**src/rtl/core/mvgs_pkg.sv**
```systemverilog
// Shared types and constants for the masked volume gradient statistics block.
// No dependencies; imported by every module under rtl/core.
package mvgs_pkg;

    localparam int MAX_X_DEF = 64;
    localparam int MAX_Y_DEF = 64;
    localparam int MAX_Z_DEF = 64;

    localparam int CFG_W   = 7;
    localparam int CNT_W   = 19;
    localparam int SUM_W   = 36;
    localparam int SQ_W    = 51;
    localparam int VAL_W   = 16;
    localparam int DIFF_W  = VAL_W + 1;
    localparam int PROD_W  = 2 * DIFF_W;
    localparam int SQR_W   = PROD_W - 1;
    localparam int NGROUPS = 4;

    localparam logic [CFG_W-1:0] SIZE_RESET = 7'd64;

    // configuration register indexes
    localparam logic [1:0] REG_SIZE_X = 2'd0;
    localparam logic [1:0] REG_SIZE_Y = 2'd1;
    localparam logic [1:0] REG_SIZE_Z = 2'd2;

    // statistic groups
    localparam logic [1:0] GRP_IMG = 2'd0;
    localparam logic [1:0] GRP_X   = 2'd1;
    localparam logic [1:0] GRP_Y   = 2'd2;
    localparam logic [1:0] GRP_Z   = 2'd3;

    localparam logic [7:0] MASK_INSIDE = 8'd1;

    typedef struct packed {
        logic                    is_inside;
        logic signed [VAL_W-1:0] value;
    } entry_t;

    // one voxel's contributions, one lane per group
    typedef struct packed {
        logic                           valid;
        logic                           last;
        logic [NGROUPS-1:0]             en;
        logic [NGROUPS-1:0][DIFF_W-1:0] val;
    } term_t;

    // run totals handed to the result bank
    typedef struct packed {
        logic                          load;
        logic [NGROUPS-1:0][CNT_W-1:0] cnt;
        logic [NGROUPS-1:0][SUM_W-1:0] sum;
        logic [NGROUPS-1:0][SQ_W-1:0]  sq;
    } totals_t;

endpackage

```
**src/rtl/core/mvgs_accum.sv**
```systemverilog
// Square and accumulate pipeline for the four statistic groups.
// Depends on mvgs_pkg (term_t, totals_t, widths).
module mvgs_accum import mvgs_pkg::*; (
    input  logic    aclk,
    input  logic    aresetn,
    input  logic    clear,
    input  term_t   term_in,
    output logic    last_pending,
    output totals_t totals
);

    term_t                           a_reg;
    logic                            b_valid_reg;
    logic                            b_last_reg;
    logic [NGROUPS-1:0]              b_en_reg;
    logic [NGROUPS-1:0][DIFF_W-1:0]  b_val_reg;
    logic [NGROUPS-1:0][SQR_W-1:0]   b_sq_reg;
    logic [NGROUPS-1:0][SQR_W-1:0]   sq_next;

    logic [NGROUPS-1:0][CNT_W-1:0]   cnt_reg;
    logic [NGROUPS-1:0][SUM_W-1:0]   sum_reg;
    logic [NGROUPS-1:0][SQ_W-1:0]    sq_reg;
    logic [NGROUPS-1:0][CNT_W-1:0]   cnt_next;
    logic [NGROUPS-1:0][SUM_W-1:0]   sum_next;
    logic [NGROUPS-1:0][SQ_W-1:0]    sqs_next;

    always_comb begin
        logic signed [PROD_W-1:0] prod;
        for (int g = 0; g < NGROUPS; g++) begin
            prod       = $signed(a_reg.val[g]) * $signed(a_reg.val[g]);
            sq_next[g] = prod[SQR_W-1:0];
        end
    end

    always_ff @(posedge aclk) begin
        if (!aresetn) begin
            a_reg.valid <= 1'b0;
            b_valid_reg <= 1'b0;
        end else begin
            a_reg.valid <= term_in.valid;
            b_valid_reg <= a_reg.valid;
        end
        a_reg.last <= term_in.last;
        a_reg.en   <= term_in.en;
        a_reg.val  <= term_in.val;
        b_last_reg <= a_reg.last;
        b_en_reg   <= a_reg.en;
        b_val_reg  <= a_reg.val;
        b_sq_reg   <= sq_next;
    end

    always_comb begin
        for (int g = 0; g < NGROUPS; g++) begin
            cnt_next[g] = cnt_reg[g] + CNT_W'(b_en_reg[g]);
            sum_next[g] = b_en_reg[g] ? sum_reg[g] + SUM_W'($signed(b_val_reg[g]))
                                      : sum_reg[g];
            sqs_next[g] = b_en_reg[g] ? sq_reg[g] + SQ_W'(b_sq_reg[g]) : sq_reg[g];
        end
    end

    always_ff @(posedge aclk) begin
        if (!aresetn || clear) begin
            cnt_reg <= '0;
            sum_reg <= '0;
            sq_reg  <= '0;
        end else if (b_valid_reg) begin
            if (b_last_reg) begin
                cnt_reg <= '0;
                sum_reg <= '0;
                sq_reg  <= '0;
            end else begin
                cnt_reg <= cnt_next;
                sum_reg <= sum_next;
                sq_reg  <= sqs_next;
            end
        end
    end

    assign totals.load = b_valid_reg & b_last_reg;
    assign totals.cnt  = cnt_next;
    assign totals.sum  = sum_next;
    assign totals.sq   = sqs_next;

    assign last_pending = (a_reg.valid & a_reg.last) | (b_valid_reg & b_last_reg);

endmodule

```
**config.mk**
```make
export PLATFORM = sky130hd
export DESIGN_NAME = mvgs_accum
export DESIGN_NICKNAME = d
export VERILOG_FILES = /design/src/rtl/core/mvgs_pkg.sv /design/src/rtl/core/mvgs_accum.sv
export SDC_FILE = /design/constraint.sdc
export NUM_CORES = 2
export LEC_CHECK = 0
export ABC_AREA = 1
export BUFFER_PORTS_ARGS = -buffer_cell sky130_fd_sc_hd__buf_2
export CAP_MARGIN = 40
export CORE_MARGIN = 2
export CORE_UTILIZATION = 50
export CTS_CLUSTER_SIZE = 25
export DETAILED_ROUTE_END_ITERATION = 8
export PLACE_DENSITY = 0.76
export SYNTH_ARGS = -nofsm -noshare
export SYNTH_HDL_FRONTEND = slang
export SYNTH_SLANG_ARGS = --single-unit
```
**constraint.sdc**
```tcl
create_clock -name aclk -period 11.9 [get_ports aclk]
set_clock_uncertainty 0.15 [all_clocks]
set_input_delay 2.38 -clock aclk [delete_from_list [all_inputs] [get_ports aclk]]
set_output_delay 2.38 -clock aclk [all_outputs]
set_load 0.005 [all_outputs]
```
==> Word-level counts from Yosys, hierarchy flattened <==
Cells that the tools add are included.
{ "totals": {"ff_bits": 704, "output_inout_bits": 426, "elab_cells": 62} }
{ "op_classes": {"addsub": 12, "mul": 4, "mux": 11, "bitwise": 3, "n_reduce_logical": 2} }
{ "ops": {"columns": ["operator", "count"], "rows": [
  ["51-bit by 33-bit adder with 51-bit output", 4],
  ["204-bit 2-to-1 mux", 1],
  ["51-bit 2-to-1 mux", 4],
  ["36-bit adder", 4],
  ["144-bit 2-to-1 mux", 1],
  ["36-bit 2-to-1 mux", 4],
  ["17-bit by 17-bit multiplier with 33-bit output", 4],
  ["19-bit by 1-bit adder with 19-bit output", 4],
  ["76-bit 2-to-1 mux", 1],
  ["1-bit bitwise AND", 2],
  ["1-bit logical NOT", 1],
  ["1-bit logical OR", 1],
  ["1-bit bitwise OR", 1]
]} }

==> Logic depth before layout (Yosys ltp) <==
{ "depth": {"ltp_word": 3, "mapped_depth": 29, "depth_no_buf": 27} }

==> Least setup slack after synthesis <==
Ideal clock, no wire load.
{ "synth_path": {"path_type": "reg-to-reg", "startpoint": "register a_reg[2] in the netlist's numbering", "endpoint": "register b_sq_reg[30] in the netlist's numbering", "setup_time_ns": 0.072, "arrival_ns": 5.653, "t_required_ns": 11.678, "path_slack_ns": 6.025, "path_stages_with_launch": 26, "path_buffers": 3, "period_less_slack_ns": 5.875, "path_cell_list": "dfxtp_1 clkbuf_1 clkbuf_1 nand2_1 inv_1 fa_1 inv_1 fa_1 inv_1 fa_1 fa_1 fa_1 inv_1 fa_1 inv_1 ha_1 clkbuf_1 nand2_1 nor2_1 inv_1 nor2_1 nand3_1 nand3_1 nand3_1 nand2_1 xor2_1"} }
{ "synth_rtl": {"columns": ["item", "line_no", "text"], "rows": [
  ["from (decl)", "mvgs_accum.sv:12", "term_t a_reg;"],
  ["to (signal assigned)", "mvgs_accum.sv:49", "b_sq_reg <= sq_next;"],
  ["to (decl)", "mvgs_accum.sv:17", "logic [NGROUPS-1:0][SQR_W-1:0] b_sq_reg;"]
]} }

==> flow_metrics.tcl <==
set metrics [dict create \
    wl_per_cell_um 16.4 \
    required_ps 12370 \
    vias_per_cell 5.14 \
    postSynth.topFlopCell "sky130_fd_sc_hd__dfxtp_1" \
    post_synth_inst_count 12695 \
    synth_enable_flop_cells 0 \
    detail_route.first_pass.iterations 7 \
    share_of_layout_cells_above_drive_strength_1_pct 7.24 \
    clockRootBuffer "sky130_fd_sc_hd__clkbuf_16" \
    tightestPinTransition_ps 1140 \
    synth.yosys.seq_area_share_pct 15.8 \
    dp_hpwl_um 205000 \
    cts.reportedPaths.clkPinSlew_ps 60 \
    final_critical_path_setup_slack_ps 5170 \
    totalNegativeSetupSlack_ps 0 \
    cell_rows 154 \
    synth.net_count 14447 \
    cts.htree.levels 3 \
    mappedNetlistArea_mm2 0.0881 \
    power.total_mw 29.2 \
    area_growth_syn_to_layout_pct 8.90 \
    setup_viol 0 \
    most_common_cell_after_layout_fill_and_taps_aside "sky130_fd_sc_hd__nand2_1" \
    number_of_pins_with_negative_max_slew_slack_in_the_final_report 0 \
    critical_path.startpoint_type "register" \
    route.final.wire_length_um 253000 \
    number_of_antenna_violations_at_the_first_check_in_global_routing 8 \
    pin_count_of_the_biggest_net_entering_global_routing 180 \
    maximum_achievable_frequency_mhz 149 \
    max-vdd-ir-drop_mv 0.674 \
    cts_hold_buf 0 \
    critPathCaptureType "register" \
    crit_chain "inv_1 -> or2_2 -> fa_1 -> inv_1 -> fa_1 -> fa_1 -> fa_1 -> fa_1 -> inv_1 -> fa_1 -> inv_1 -> ha_1 -> a21oi_1 -> o21ai_0 -> a21oi_1 -> nand3_1 -> a21o_1 -> nand2_1 -> nand2_1 -> xor2_1" \
    grt_first_pass_wirelength_um 408000 \
    outcome "finished clean" \
    avgSynthCellArea_um2 6.94 \
    cts_inserted_buffers 90 \
    timing.critical_path.buf_inv 4 \
    sequential_cell_area_mm2 0.0139 \
    synthDistinctLibCells 57 \
    final_period_minus_worst_setup_slack_ps 6730 \
    pre_cts_ws_ps 5280 \
    rsz_0062_raised_after_global_routing "false" \
    ys_warn_count 0 \
    cts_tree "yes" \
    critical_path_class "register to register" \
    cpMostUsedCell "sky130_fd_sc_hd__fa_1" \
    gr-usage-all-layers_pct 28.2 \
    critical-path-max-stage-delay_ps 910 \
    cp_top_family "adder cells" \
    drt.antenna.violating_nets 0 \
    layout_worst_path_cycle_share_pct 56.5 \
    multi_input_area_mm2 0.0631 \
    die_w_um 424 \
    post_cts.resized_instances 0 \
    layoutNonFillerInstCount 15408 \
    nFillCells 17033 \
    largest_register_ff_count 204 \
    timing.final.hold_violations 0 \
    post_synthesis_register_bit_count 696 \
    ios 503 \
    placedInstanceArea_mm2 0.0929 \
    worst-endpoint-arrival_ps 7200 \
    timing.max_slew.rel_slack_pct 24.1 \
    dp_cells 15242 \
    cts-root-to-sink-buffers 3 \
    clk_latency_ps 760 \
    number_of_remaining_drc_errors 0 \
    synth_async_sr_flop_share_pct 0 \
    floorplan.core_area_mm2 0.176 \
    vias_in_the_first_global_route 77050 \
    leftover_overflow_at_the_end_of_global_routing 0 \
    mostFrequentLayoutCells "sky130_fd_sc_hd__nand2_1 (3,770), sky130_fd_sc_hd__inv_1 (2,586), sky130_fd_sc_hd__fa_1 (1,047)" \
    final_cell_area_mm2 0.0960 \
    maxCapViolations 0 \
    hold_class "register to register" \
    pwr_density_cell_mw_per_mm2 304 \
    cts_setup_buffers 0 \
    postLayoutCoreUtil_pct 54.7 \
    routabilityCongestion 0.995 \
    crit_path_max_fanout 23 \
    cts.sink_count 696 \
    critPathSlowestCell "sky130_fd_sc_hd__dfxtp_1" \
    leakagePower_nw 51.8 \
    die-height_um 424 \
    design.die.area_mm2 0.180 \
    detailroute.via_count 79161 \
    hold_ws_ps 175 \
    port_buffers 502 \
    initial_utilization_pct 50.2 \
    nNetsFinal 14748 \
    detailedRoute.firstIterationViolations 5787 \
]
==> synthesized netlist by cell type (67+ instances only) <==
cell type | count | area share, %
sky130_fd_sc_hd__nand2_1 | 3771 | 16
sky130_fd_sc_hd__a21oi_1 | 809 | 4.6
sky130_fd_sc_hd__dfxtp_1 | 696 | 16
sky130_fd_sc_hd__or2_2 | 140 | 0.99
sky130_fd_sc_hd__ha_1 | 628 | 8.9
sky130_fd_sc_hd__nand3_1 | 626 | 3.6
sky130_fd_sc_hd__o21bai_1 | 75 | 0.64
sky130_fd_sc_hd__clkbuf_1 | 309 | 1.3
sky130_fd_sc_hd__xnor2_1 | 191 | 1.9
sky130_fd_sc_hd__nor3_1 | 67 | 0.38
sky130_fd_sc_hd__o21ai_0 | 212 | 1.2
sky130_fd_sc_hd__and2_1 | 113 | 0.80
sky130_fd_sc_hd__nand4_1 | 88 | 0.62
sky130_fd_sc_hd__nor2_1 | 706 | 3.0
sky130_fd_sc_hd__xor2_1 | 166 | 1.6
sky130_fd_sc_hd__inv_1 | 2589 | 11
sky130_fd_sc_hd__fa_1 | 1047 | 24
==> final timing paths <==
path                                         from  slack (ps)  cells past startpoint                    to
worst max-delay path            a_reg[33]$_DFF_P_        5170                     20  b_sq_reg[61]$_DFF_P_
worst min-delay path            a_reg[68]$_DFF_P_         170                      0   b_en_reg[0]$_DFF_P_
worst min register to register  a_reg[68]$_DFF_P_         170                      0   b_en_reg[0]$_DFF_P_
worst max register to register  a_reg[33]$_DFF_P_        5170                     20  b_sq_reg[61]$_DFF_P_
==> layer usage <==
layer | track usage (%) | vias up | routed length (um)
li1 | - | 39223 | -
met1 | 37.0 | 37098 | 107000
met2 | 46.4 | 2369 | 118000
met3 | 3.29 | 465 | 14600
met4 | 13.4 | 6 | 13600
met5 | 0 | - | 46
==> cells by family (layout without fill, tap and decap cells) <==
group,Yosys count,in the layout,share of synthesized area [%]
compound gates,1321,1321,8.31
xor+xnor,360,360,3.60
fa+ha+maj,1675,1675,32.7
buf+inv,2955,3324,12.6
flops,696,696,15.8
other cells,0,4,0
simple gates,5688,5688,27.0
==> cell type report <==
cell class | instances | share of cell area [%]
Antenna cell | 4 | 0.0104
Clock buffer | 114 | 2.59
Clock inverter | 46 | 0.581
Inverter | 2600 | 10.2
Multi-Input combinational cell | 9044 | 65.7
Sequential cell | 696 | 14.5
Tap cell | 2340 | 3.05
Timing Repair Buffer | 564 | 3.31
==> power breakdown <==
part	leakage [nW]	switching [mW]	internal [mW]	total [mW]
registers	5.71	0.219	2.97	3.19
clock network	1.49	1.21	1.68	2.88
logic	44.6	14.3	8.84	23.1
total	51.8	15.7	13.5	29.2
Note: power is estimated with default switching activity, not from simulation.
